===== src/rtl/kcv_pkg.sv =====
`timescale 1ns / 1ps
// ---------------------------------------------------------------------------
// kcv_pkg
// Types, widths and helper functions of the constant-velocity Kalman filter.
// ---------------------------------------------------------------------------
package kcv_pkg;

   localparam int FRAC_BITS = 16;
   localparam int POS_W     = 32;
   localparam int DT_W      = 20;
   localparam int CFG_W     = 32;
   localparam int COV_W     = 48;
   localparam int HALF_W    = COV_W / 2;
   localparam int PROD_W    = 2 * COV_W;
   localparam int PROD_BITS = 40;
   localparam int DEN_W     = COV_W + 1;
   localparam int DVD_W     = COV_W + FRAC_BITS;
   localparam int E_W       = POS_W + 1;
   localparam int SUM_W     = PROD_BITS + 2;
   localparam int ADDR_W    = 4;

   localparam logic [COV_W-1:0] COV_MAX  = {COV_W{1'b1}};
   localparam logic [COV_W-1:0] PROD_MAX = COV_W'({PROD_BITS{1'b1}});

   // register indexes, taken from paddr[3:2]
   localparam logic [1:0] REG_PROCESS_NOISE     = 2'd0;
   localparam logic [1:0] REG_MEASUREMENT_NOISE = 2'd1;
   localparam logic [1:0] REG_INITIAL_ERROR     = 2'd2;

   localparam logic [CFG_W-1:0] PROCESS_NOISE_RST     = 32'd66;
   localparam logic [CFG_W-1:0] MEASUREMENT_NOISE_RST = 32'd65536;
   localparam logic [CFG_W-1:0] INITIAL_ERROR_RST     = 32'd65536;

   typedef struct packed {
      logic signed [POS_W-1:0] meas_x;
      logic signed [POS_W-1:0] meas_y;
      logic signed [POS_W-1:0] meas_z;
      logic        [DT_W-1:0]  time_step;
   } req_type;

   typedef struct packed {
      logic signed [POS_W-1:0] est_x;
      logic signed [POS_W-1:0] est_y;
      logic signed [POS_W-1:0] est_z;
   } rsp_type;

   // command to the shared multiplier
   typedef struct packed {
      logic             start;
      logic             prod_cap;
      logic [COV_W-1:0] op_a;
      logic [COV_W-1:0] op_b;
   } mul_req_type;

   // command to the divider
   typedef struct packed {
      logic             start;
      logic [COV_W-1:0] num;
      logic [DEN_W-1:0] den;
   } div_req_type;

   // result of either arithmetic unit
   typedef struct packed {
      logic             done;
      logic [COV_W-1:0] value;
   } unit_rsp_type;

   function automatic logic [COV_W-1:0] cov_add(input logic [COV_W-1:0] a,
                                                input logic [COV_W-1:0] b);
      logic [COV_W:0] s;
      s = {1'b0, a} + {1'b0, b};
      return s[COV_W] ? COV_MAX : s[COV_W-1:0];
   endfunction

   function automatic logic [COV_W-1:0] cov_sub(input logic [COV_W-1:0] a,
                                                input logic [COV_W-1:0] b);
      return (b >= a) ? '0 : a - b;
   endfunction

   function automatic logic signed [POS_W-1:0] sat32(input logic signed [SUM_W-1:0] v);
      logic signed [POS_W-1:0] r;
      if (v[SUM_W-1:POS_W-1] == '0 || v[SUM_W-1:POS_W-1] == '1) begin
         r = v[POS_W-1:0];
      end else if (v[SUM_W-1]) begin
         r = {1'b1, {(POS_W-1){1'b0}}};
      end else begin
         r = {1'b0, {(POS_W-1){1'b1}}};
      end
      return r;
   endfunction

   function automatic logic [COV_W-1:0] mag(input logic signed [E_W-1:0] v);
      logic [E_W-1:0] m;
      m = v[E_W-1] ? -v : v;
      return COV_W'(m);
   endfunction

endpackage


===== src/rtl/kcv_mul.sv =====
`timescale 1ns / 1ps
// ---------------------------------------------------------------------------
// kcv_mul
// Shared 48x48 fixed-point multiplier: four 24x24 passes, then round to
// nearest (ties away) and saturate at the selected cap.
// ---------------------------------------------------------------------------
module kcv_mul import kcv_pkg::*; (
   input  logic         clock,
   input  logic         reset,
   input  mul_req_type  mul_req,
   output unit_rsp_type mul_rsp
);

   localparam logic [PROD_W-1:0] ROUND_HALF = PROD_W'(1) << (FRAC_BITS - 1);

   logic              busy_ff, busy_in;
   logic              done_ff, done_in;
   logic [2:0]        cnt_ff, cnt_in;
   logic              cap_ff, cap_in;
   logic [COV_W-1:0]  a_ff, a_in;
   logic [COV_W-1:0]  b_ff, b_in;
   logic [COV_W-1:0]  pp_ff, pp_in;
   logic [1:0]        sh_ff, sh_in;
   logic              pv_ff, pv_in;
   logic [PROD_W-1:0] acc_ff, acc_in;
   logic [COV_W-1:0]  res_ff, res_in;

   logic [HALF_W-1:0] a_half, b_half;
   logic [COV_W-1:0]  pp_now;
   logic [PROD_W-1:0] pp_shifted, rnd;
   logic [COV_W-1:0]  cap, val;

   always_comb begin
      busy_in = busy_ff;
      done_in = 1'b0;
      cnt_in  = cnt_ff;
      cap_in  = cap_ff;
      a_in    = a_ff;
      b_in    = b_ff;
      pp_in   = pp_ff;
      sh_in   = sh_ff;
      pv_in   = 1'b0;
      acc_in  = acc_ff;
      res_in  = res_ff;

      a_half = cnt_ff[0] ? a_ff[COV_W-1:HALF_W] : a_ff[HALF_W-1:0];
      b_half = cnt_ff[1] ? b_ff[COV_W-1:HALF_W] : b_ff[HALF_W-1:0];
      // full-width 24x24 partial product
      pp_now = a_half * b_half;

      case (sh_ff)
         2'd0:    pp_shifted = PROD_W'(pp_ff);
         2'd1:    pp_shifted = PROD_W'(pp_ff) << HALF_W;
         default: pp_shifted = PROD_W'(pp_ff) << COV_W;
      endcase

      // rounding and saturation of the finished product
      rnd = acc_ff + ROUND_HALF;
      val = rnd[COV_W+FRAC_BITS-1:FRAC_BITS];
      cap = cap_ff ? PROD_MAX : COV_MAX;

      if (mul_req.start) begin
         busy_in = 1'b1;
         cnt_in  = '0;
         cap_in  = mul_req.prod_cap;
         a_in    = mul_req.op_a;
         b_in    = mul_req.op_b;
         acc_in  = '0;
      end else if (busy_ff) begin
         // partial products for counts 0..3, accumulated in the next cycle
         if (cnt_ff < 3'd4) begin
            pp_in = pp_now;
            sh_in = {1'b0, cnt_ff[0]} + {1'b0, cnt_ff[1]};
            pv_in = 1'b1;
         end
         if (pv_ff) begin
            acc_in = acc_ff + pp_shifted;
         end
         if (cnt_ff == 3'd5) begin
            busy_in = 1'b0;
            done_in = 1'b1;
            if (rnd[PROD_W-1:COV_W+FRAC_BITS] != '0 || val > cap) begin
               res_in = cap;
            end else begin
               res_in = val;
            end
         end
         cnt_in = cnt_ff + 3'd1;
      end
   end

   always_ff @(posedge clock) begin
      if (reset) begin
         busy_ff <= 1'b0;
         done_ff <= 1'b0;
         pv_ff   <= 1'b0;
         cnt_ff  <= '0;
      end else begin
         busy_ff <= busy_in;
         done_ff <= done_in;
         pv_ff   <= pv_in;
         cnt_ff  <= cnt_in;
      end
      cap_ff <= cap_in;
      a_ff   <= a_in;
      b_ff   <= b_in;
      pp_ff  <= pp_in;
      sh_ff  <= sh_in;
      acc_ff <= acc_in;
      res_ff <= res_in;
   end

   assign mul_rsp.done  = done_ff;
   assign mul_rsp.value = res_ff;

endmodule


===== config.mk =====
export PLATFORM = sky130hd
export DESIGN_NAME = kcv_mul
export DESIGN_NICKNAME = d
export VERILOG_FILES = /design/src/rtl/kcv_pkg.sv /design/src/rtl/kcv_mul.sv
export SDC_FILE = /design/constraint.sdc
export NUM_CORES = 2
export LEC_CHECK = 0
export BUFFER_PORTS_ARGS = -buffer_cell sky130_fd_sc_hd__buf_2
export CELL_PAD_IN_SITES_DETAIL_PLACEMENT = 0
export CELL_PAD_IN_SITES_GLOBAL_PLACEMENT = 2
export CORE_UTILIZATION = 24
export DETAILED_ROUTE_END_ITERATION = 8
export GPL_ROUTABILITY_DRIVEN = 0
export HOLD_SLACK_MARGIN = 0.02
export PLACE_DENSITY_LB_ADDON = 0.1
export SYNTH_ARGS = -nofsm -noshare
export SYNTH_HDL_FRONTEND = slang
export SYNTH_SLANG_ARGS = --single-unit

===== constraint.sdc =====
create_clock -name clock -period 11.5 [get_ports clock]
set_input_delay 2.875 -clock clock [delete_from_list [all_inputs] [get_ports clock]]
set_output_delay 2.875 -clock clock [all_outputs]
set_load 0.01 [all_outputs]

==> flow_summary.toml <==
[worst_setup_path]
cp-end-kind = "register"
worstPathArrival_ns = 10.18
slowest_stage = "dfxtp_2"
reg2reg_depth = 26
max_stage_delay_ns = 0.99
cp_num_cells = 26
criticalPathCategory = "register to register"
crit_top_cell = "fa_1"
cp_data_required_time_ns = 11.85
crit_buf_inv = 4
critPathLaunchType = "register"
crit_family = "adder cells"
cp_max_fo = 28

[synthesis]
yosysSeqAreaShare_pct = 21.20
yosys.area_share.simple_pct = 17.32
muxShareOfSynthArea_pct = 3.621
synth-async-reset-ratio_pct = 0
synth_top_family_by_area = "adder cells"
yosys.cell_types.count = 72
synthAdderAreaFrac_pct = 35.37
ys_warn_count = 0
synth_compound_area_share_pct = 10.37
syn_inst = 4261
yosys_most_used_dff = "edfxtp_1"
synth_xor_area_share_pct = 4.186
avgSynthCellArea_um2 = 8.741
synth_nets = 5124
syn_area_um2 = 37250
synth_edf_count = 195
ys_ff_latch = 297

[placed_design]
place_ws_ns = 1.576
dp_hpwl_um = 124500
io_buffers = 148

[timing]
fin_ws_ns = 1.672
fmax_mhz = 101.8
fin_crit_sh_pct = 85.46
final_max_slew_viol_count = 0
setup_violations = 0
rsz0062_at_grt = "false"
tightest_slew_ns = 0.9939
fin_skew_ns = 0.01729
maxSlewHeadroom_pct = 32.43
setup_tns_ns = 0
min_period_ns = 9.828
hold_viol = 0

[floorplanning]
fp.dieW_um = 395.9
start_util_pct = 24.18
die_h_um = 395.9
rows = 144
dieArea_um2 = 156800
io_pins = 149
placeableCoreArea_um2 = 154000

[run]
drv_cap = 0

[routing]
ant_nets = 0
routedWlPerCell_um = 23.79
firstDrtPassIters = 5
vias = 29549
vias_per_cell = 4.605
drt-initial-drc-count = 1395
drc = 0
drt_wl_total_um = 152700

[finish]
final_cell_mix = "nand2_1 (627), inv_1 (594), fa_1 (483)"
fillers = 16685
layout.nets = 5199
drive_above_1_share_pct = 8.490
final_common_cell = "nand2_1"
syn2layout_area_growth_pct = 12.48

[global_routing]
grt_pass1_vias = 31888
antenna_found_initial = 2
grt_max_degree = 99
grt.overflow.total = 0
grt_first_pass_wirelength_um = 224100
grtUsageTotal_pct = 19.47

[clocking]
numClockSinks = 297
hold_buffers = 0
cts_buffers = 43
cts_resized = 0
clock_path_buffers = 3
clk_pin_slew_worst_paths_ns = 0.06
clock_latency_ns = 0.62
root_buffer = "clkbuf_16"
post_cts_buffers = 0
cts_max_level = 2
cts_tree = "done"

[worst_hold_path]
min_path_type = "register to register"
worstHoldPathCells = 2

[run_status]
outcome = "completed"
[state kept, by name (all words and copies together), names as in the netlist, 2 cells and up]
signal	flops
pp_ff	48
res_ff	48
a_ff	48
b_ff	48
cnt_ff	3
acc_ff	96
sh_ff	2
[stage by stage]
stage	std cells	hold slack [ns]	util (%)	instance area, um2
6_report	6417	0.4563	27.20	41900
5_1_grt	6415	0.4712	27.19	41890
4_1_cts	6414	0.4562	27.19	41890
3_5_place_dp	6335	0.4477	26.26	40450
3_3_place_gp	6335	0.4464	26.26	40450
2_1_floorplan	4261	0.4362	-	37250
[final timing paths]
| kind | start | slack, ns | endpoint |
|---|---|---|---|
| worst max-delay path | cnt_ff[1] | 1.67 | pp_ff[47] |
| worst min-delay path | acc_ff[13] | 0.46 | acc_ff[13] |
| worst max register to register | cnt_ff[1] | 1.67 | pp_ff[47] |
| worst min register to register | acc_ff[13] | 0.46 | acc_ff[13] |
[tightest hold or removal path: cells and delay by family (launching register included)]
kind	cells	cell delay, ns
DFF	1	0.31
and+or+nand+nor	1	0.05
AOI/OAI and AO/OA	1	0.05
[layout make-up]
cell class              count  area, um2  share of cell area, %
diodes                      3      7.507                0.01792
clock buffers              51       1136                  2.712
clock inverters            28      304.0                 0.7257
inverters                 595       2233                  5.331
multi-input cells        3188      26530                  63.33
flip-flops and latches    297       7900                  18.86
well taps                2044       2557                  6.104
repair buffers            211       1222                  2.918
[cell usage after synthesis, types with 47 or more instances]
cell type	n	area share [%]
nand2_1	628	6.3
inv_1	594	6.0
fa_1	483	26
nor2_1	449	4.5
ha_1	280	9.4
a21oi_1	255	3.4
edfxtp_1	195	16
clkbuf_1	164	1.7
o21ai_0	143	1.9
dfxtp_1	102	5.5
xnor2_1	96	2.3
nand3_1	86	1.2
xor2_1	82	1.9
mux2i_1	74	2.0
a21o_1	71	1.4
and2_1	60	1.0
nand4_1	60	1.0
nor3_1	58	0.78
mux2_2	47	1.4
[cell families after synthesis]
family,count (synthesis)
DFF,297
and+or+nand+nor,1474
buffers and inverters,776
AOI/OAI and AO/OA,645
adders and majority gates,763
xor gates and xnor gates,178
muxes,128
[per-layer routing]
metal | vias to the layer above | GRT usage, % | wire, um
li1 | 14133 | - | -
met1 | 14758 | 26.53 | 72440
met2 | 520 | 32.87 | 72000
met3 | 138 | 1.570 | 3748
met4 | 0 | 5.385 | 4494
met5 | - | 0 | 0
Power is left out: the tool's default activity adds up to more than one toggle a clock period on the data nets, which glitch-free logic cannot reach.
