$ cat config.mk
export PLATFORM = sky130hd
export DESIGN_NAME = kcv_div
export DESIGN_NICKNAME = d
export VERILOG_FILES = /design/src/rtl/kcv_pkg.sv /design/src/rtl/kcv_div.sv
export SDC_FILE = /design/constraint.sdc
export NUM_CORES = 1
export LEC_CHECK = 0
export ABC_CLOCK_PERIOD_IN_PS = 8800
export BUFFER_PORTS_ARGS = -buffer_cell sky130_fd_sc_hd__buf_2
export CORE_UTILIZATION = 63
export CTS_CLUSTER_DIAMETER = 50
export CTS_CLUSTER_SIZE = 8
export DETAILED_ROUTE_END_ITERATION = 8
export PLACE_DENSITY_LB_ADDON = 0.05
export SYNTH_ARGS = -nofsm -noshare
export SYNTH_HDL_FRONTEND = slang
export SYNTH_SLANG_ARGS = --single-unit
$ cat constraint.sdc
create_clock -name clock -period 8.8 [get_ports clock]
set_input_delay 1.76 -clock clock [delete_from_list [all_inputs] [get_ports clock]]
set_output_delay 1.76 -clock clock [all_outputs]
set_load 0.05 [all_outputs]
$ cat src/rtl/kcv_pkg.sv
`timescale 1ns / 1ps
// ---------------------------------------------------------------------------
// kcv_pkg
// Types, widths and helper functions of the constant-velocity Kalman filter.
// ---------------------------------------------------------------------------
package kcv_pkg;

   localparam int FRAC_BITS = 16;
   localparam int POS_W     = 32;
   localparam int DT_W      = 20;
   localparam int CFG_W     = 32;
   localparam int COV_W     = 48;
   localparam int HALF_W    = COV_W / 2;
   localparam int PROD_W    = 2 * COV_W;
   localparam int PROD_BITS = 40;
   localparam int DEN_W     = COV_W + 1;
   localparam int DVD_W     = COV_W + FRAC_BITS;
   localparam int E_W       = POS_W + 1;
   localparam int SUM_W     = PROD_BITS + 2;
   localparam int ADDR_W    = 4;

   localparam logic [COV_W-1:0] COV_MAX  = {COV_W{1'b1}};
   localparam logic [COV_W-1:0] PROD_MAX = COV_W'({PROD_BITS{1'b1}});

   // register indexes, taken from paddr[3:2]
   localparam logic [1:0] REG_PROCESS_NOISE     = 2'd0;
   localparam logic [1:0] REG_MEASUREMENT_NOISE = 2'd1;
   localparam logic [1:0] REG_INITIAL_ERROR     = 2'd2;

   localparam logic [CFG_W-1:0] PROCESS_NOISE_RST     = 32'd66;
   localparam logic [CFG_W-1:0] MEASUREMENT_NOISE_RST = 32'd65536;
   localparam logic [CFG_W-1:0] INITIAL_ERROR_RST     = 32'd65536;

   typedef struct packed {
      logic signed [POS_W-1:0] meas_x;
      logic signed [POS_W-1:0] meas_y;
      logic signed [POS_W-1:0] meas_z;
      logic        [DT_W-1:0]  time_step;
   } req_type;

   typedef struct packed {
      logic signed [POS_W-1:0] est_x;
      logic signed [POS_W-1:0] est_y;
      logic signed [POS_W-1:0] est_z;
   } rsp_type;

   // command to the shared multiplier
   typedef struct packed {
      logic             start;
      logic             prod_cap;
      logic [COV_W-1:0] op_a;
      logic [COV_W-1:0] op_b;
   } mul_req_type;

   // command to the divider
   typedef struct packed {
      logic             start;
      logic [COV_W-1:0] num;
      logic [DEN_W-1:0] den;
   } div_req_type;

   // result of either arithmetic unit
   typedef struct packed {
      logic             done;
      logic [COV_W-1:0] value;
   } unit_rsp_type;

   function automatic logic [COV_W-1:0] cov_add(input logic [COV_W-1:0] a,
                                                input logic [COV_W-1:0] b);
      logic [COV_W:0] s;
      s = {1'b0, a} + {1'b0, b};
      return s[COV_W] ? COV_MAX : s[COV_W-1:0];
   endfunction

   function automatic logic [COV_W-1:0] cov_sub(input logic [COV_W-1:0] a,
                                                input logic [COV_W-1:0] b);
      return (b >= a) ? '0 : a - b;
   endfunction

   function automatic logic signed [POS_W-1:0] sat32(input logic signed [SUM_W-1:0] v);
      logic signed [POS_W-1:0] r;
      if (v[SUM_W-1:POS_W-1] == '0 || v[SUM_W-1:POS_W-1] == '1) begin
         r = v[POS_W-1:0];
      end else if (v[SUM_W-1]) begin
         r = {1'b1, {(POS_W-1){1'b0}}};
      end else begin
         r = {1'b0, {(POS_W-1){1'b1}}};
      end
      return r;
   endfunction

   function automatic logic [COV_W-1:0] mag(input logic signed [E_W-1:0] v);
      logic [E_W-1:0] m;
      m = v[E_W-1] ? -v : v;
      return COV_W'(m);
   endfunction

endpackage

$ cat src/rtl/kcv_div.sv
`timescale 1ns / 1ps
// ---------------------------------------------------------------------------
// kcv_div
// Restoring divider for the gains: floor(num * 2^F / den), one quotient bit
// per cycle, saturated to the covariance range; zero divisor gives zero.
// ---------------------------------------------------------------------------
module kcv_div import kcv_pkg::*; (
   input  logic         clock,
   input  logic         reset,
   input  div_req_type  div_req,
   output unit_rsp_type div_rsp
);

   localparam int CNT_W = $clog2(DVD_W + 1);
   localparam logic [CNT_W-1:0] LAST = CNT_W'(DVD_W);

   logic             busy_ff, busy_in;
   logic             done_ff, done_in;
   logic [CNT_W-1:0] cnt_ff, cnt_in;
   logic [DVD_W-1:0] dvd_ff, dvd_in;
   logic [DVD_W-1:0] quo_ff, quo_in;
   logic [DEN_W-1:0] rem_ff, rem_in;
   logic [DEN_W-1:0] den_ff, den_in;
   logic [COV_W-1:0] res_ff, res_in;

   logic [DEN_W:0]   trial, diff;
   logic             ge;

   always_comb begin
      busy_in = busy_ff;
      done_in = 1'b0;
      cnt_in  = cnt_ff;
      dvd_in  = dvd_ff;
      quo_in  = quo_ff;
      rem_in  = rem_ff;
      den_in  = den_ff;
      res_in  = res_ff;

      trial = {rem_ff, dvd_ff[DVD_W-1]};
      diff  = trial - {1'b0, den_ff};
      ge    = (trial >= {1'b0, den_ff});

      if (div_req.start) begin
         busy_in = 1'b1;
         cnt_in  = '0;
         dvd_in  = {div_req.num, {FRAC_BITS{1'b0}}};
         quo_in  = '0;
         rem_in  = '0;
         den_in  = div_req.den;
      end else if (busy_ff) begin
         if (cnt_ff == LAST) begin
            // final saturation
            busy_in = 1'b0;
            done_in = 1'b1;
            if (den_ff == '0) begin
               res_in = '0;
            end else if (quo_ff[DVD_W-1:COV_W] != '0) begin
               res_in = COV_MAX;
            end else begin
               res_in = quo_ff[COV_W-1:0];
            end
         end else begin
            // one shift-subtract step
            rem_in = ge ? diff[DEN_W-1:0] : trial[DEN_W-1:0];
            quo_in = {quo_ff[DVD_W-2:0], ge};
            dvd_in = {dvd_ff[DVD_W-2:0], 1'b0};
            cnt_in = cnt_ff + CNT_W'(1);
         end
      end
   end

   always_ff @(posedge clock) begin
      if (reset) begin
         busy_ff <= 1'b0;
         done_ff <= 1'b0;
         cnt_ff  <= '0;
      end else begin
         busy_ff <= busy_in;
         done_ff <= done_in;
         cnt_ff  <= cnt_in;
      end
      dvd_ff <= dvd_in;
      quo_ff <= quo_in;
      rem_ff <= rem_in;
      den_ff <= den_in;
      res_ff <= res_in;
   end

   assign div_rsp.done  = done_ff;
   assign div_rsp.value = res_ff;

endmodule

==> flow_metrics.py <==
metrics = {
    "status": {
        "status": "completed",
    },
    "sta": {
        "clock.fmax_mhz": 249,
        "worst_clock_skew_ps": 15.4,
        "rsz0062_at_grt": "false",
        "max_slew_margin_pct": 32.4,
        "post-route-min-period_ps": 4010,
        "hold_viol": 0,
        "fin_crit_sh_pct": 45.6,
        "worst_pin_slew_ps": 1010,
        "setup_ws_ps": 4790,
        "tns_ps": 0,
        "drv_slew": 0,
        "setup_viol": 0,
    },
    "cts": {
        "post_cts_buffers": 0,
        "cts_tree": "built",
        "clock_latency_ps": 520,
        "hold_buffers": 0,
        "clk_pin_slew_ps": 50,
        "cts_root_buf": "clkbuf_16",
        "clkSinkCount": 267,
        "post_cts_resized": 0,
        "clk_path_buf_depth": 3,
        "htreeDepth": 2,
        "cts_buffers": 40,
    },
    "yosys": {
        "synthTopCellsByArea": "edfxtp_1 (33%), dfxtp_1 (19%), nor2_1 (5.0%)",
        "yosysSeqAreaShare_pct": 51.9,
        "syn_avg_cell_area_um2": 10.2,
        "syn_inst": 1281,
        "async_reset_ff_share_pct": 0,
        "ys_ff_latch": 267,
        "synth_warnings": 0,
        "synth_area_um2": 13100,
        "yosysMostFrequentCell": "nor2_1",
        "syn-num-nets": 1433,
        "synth-main-ff-cell": "edfxtp_1",
        "synth_common_cells": "nor2_1 (175), edfxtp_1 (145), dfxtp_1 (122)",
        "synth.largest_area_cell": "edfxtp_1",
        "yosysUniqueCellTypes": 70,
        "synth_top_area_share_pct": 33.3,
        "synth-edff-count": 145,
    },
    "cells_and_area": {
        "syn2layout_area_growth_pct": 15.4,
        "fin_util_pct": 74.4,
        "final_layout_size_suffix_gt1_share_pct": 19.6,
        "regArea_um2": 6800,
        "instances_no_fill": 1702,
        "num-nets-final": 1554,
        "nFillCells": 1516,
        "fin_area_um2": 15100,
        "multi_input_area_um2": 5740,
    },
    "route": {
        "vias_per_cell": 5.90,
        "dr.first_iter.drc_count": 632,
        "post_drt_wl_per_cell_um": 17.6,
        "ant_nets": 0,
        "vias": 10000,
        "totalWireLength_mm": 30.0,
        "firstDrtPassIters": 5,
        "drc": 0,
    },
    "worst_setup_path": {
        "slowest_stage": "buf_4",
        "worst_r2r_path_depth": 14,
        "arrival_ps": 4370,
        "critPathBufInv": 3,
        "path_delay_family": "compound AO/OA/AOI/OAI gates",
        "endpoint_kind": "register",
        "worstPathRequired_ps": 9160,
        "r2r_start": "dvd_ff[63]$_DFFE_PP_",
        "cp.depth": 14,
        "critPathKind": "register to register",
        "start_kind": "register",
        "worstPathCellList": "inv_1, ha_1, inv_1, fa_1, a21o_1, a311o_1, o211ai_2, a211oi_1, o21a_1, nor2_4, buf_4, nor2_1, a211oi_1, nor3_1",
        "r2r-end": "rem_ff[27]$_SDFFE_PP0P_",
        "reg2reg_slack_ps": 4790,
        "path_max_fanout": 60,
        "critPathMaxStageDelay_ps": 620,
    },
    "power_and_ir_drop": {
        "pwr-share-clk_pct": 44.0,
        "leakage_nw": 6.09,
        "p_comb_share_pct": 11.8,
        "power_density_nw_per_um2": 211,
        "ir_drop_mv": 0.182,
        "p_seq_share_pct": 44.2,
        "power_switching_uw": 791,
        "p_int_mw": 2.40,
        "p_sw_share_pct": 24.8,
    },
    "placed_design": {
        "gp_congestion": 0.914,
        "dpl_worst_slack_ps": 4570,
        "dp_hpwl_mm": 19.5,
        "place_area_um2": 13900,
        "port_buffers": 148,
        "placed_cells": 1630,
    },
    "worst_hold_path": {
        "hold_start": "rem_ff[5]$_SDFFE_PP0P_",
        "whs_endpoint": "rem_ff[5]$_SDFFE_PP0P_",
        "hp-class": "register to register",
        "min_path_cells": 2,
    },
    "floorplanning": {
        "row_count": 52,
        "io_pins": 149,
        "core_area_um2": 20300,
        "fp.dieArea_um2": 21400,
        "start_util_pct": 64.5,
        "die_x_um": 146,
        "die_y_um": 146,
    },
    "grt": {
        "grt_max_degree": 92,
        "grt_pass1_vias": 9830,
        "antenna_found_initial": 1,
        "overflow": 0,
        "grt_pass1_wl_mm": 48.5,
        "grt.total_usage_pct": 28.2,
    },
    "run": {
        "max_cap_violations": 0,
    },
}
## registers in the layout (all words and copies together) (netlist names)
register  count
done_ff       1
quo_ff       64
busy_ff       1
res_ff       48
rem_ff       49
den_ff       49
dvd_ff       48
cnt_ff        7
## logic make-up (layout without fill, tap and decap cells)
group           after synthesis  after routing  share of synthesized area [%]
compound gates              339            339                           17.4
xor+xnor                     46             46                           3.08
fa+ha+maj                    52             52                           5.03
buf+inv                     142            292                           4.46
flops                       267            267                           51.9
mux                          57             57                           4.81
other cells                   0              1                              0
simple gates                378            378                           13.3
## per-layer routing
| layer | global-route usage (%) | wire [um] |
|---|---|---|
| met3 | 5.00 | 1800 |
| met2 | 46.3 | 14200 |
| met4 | 9.84 | 698 |
| met5 | 0 | 0 |
| met1 | 37.6 | 13300 |
## layout by cell type (no fill, tap or decap), types with 18 or more instances in the layout
cell type  synthesis  final
a21o_1            22     22
a21oi_1           96     96
a22o_1            64     64
buf_2             20    147
clkbuf_1          51     26
clkbuf_16          0     41
dfxtp_1          122    122
edfxtp_1         145    145
ha_1              51     51
inv_1             64     63
mux2_2            47     47
nand2_1           73     73
nand3_1           18     18
nand4_1           28     28
nor2_1           175    173
o21ai_0           66     66
xnor2_1           27     27
xor2_1            19     19
## tightest hold or removal path, cell delays in order (launching register included)
cell and delay, ps:
dfxtp_1 320, nand2_1 50, o21ai_0 60
## metrics by stage
step	total power [mW]	hold slack, ps
floorplan	1.70	450
global placement	1.79	465
detailed placement	1.80	472
CTS	3.20	484
global route	3.31	505
finish	3.19	484
## power groups by stage
stage	clock (mW)	combinational [mW]	sequential (mW)
floorplan	0	0.283	1.42
global placement	0	0.363	1.43
detailed placement	0	0.368	1.43
CTS	1.42	0.373	1.41
global route	1.48	0.414	1.41
finish	1.40	0.377	1.41
## worst max path at each step
stage | start | end | slack (ps)
2_1_floorplan | div_req[97] | res_ff[0]$_SDFFCE_PN0P_ | 2730
3_3_place_gp | div_req[97] | dvd_ff[38]$_DFFE_PP_ | 4570
3_5_place_dp | div_req[97] | dvd_ff[40]$_DFFE_PP_ | 4570
4_1_cts | dvd_ff[63]$_DFFE_PP_ | rem_ff[27]$_SDFFE_PP0P_ | 4850
5_1_grt | dvd_ff[63]$_DFFE_PP_ | rem_ff[27]$_SDFFE_PP0P_ | 4600
6_report | dvd_ff[63]$_DFFE_PP_ | rem_ff[27]$_SDFFE_PP0P_ | 4790
## cell type report
| cell class | instances | area share (%) |
|---|---|---|
| Tap cell | 270 | 2.24 |
| Sequential cell | 267 | 45.0 |
| Multi-Input combinational cell | 872 | 38.0 |
| Clock buffer | 68 | 7.53 |
| Timing Repair Buffer | 157 | 5.37 |
| Antenna cell | 1 | 0.0166 |
| Clock inverter | 3 | 0.224 |
| Inverter | 64 | 1.59 |
Power figures use the tool's default switching activity.
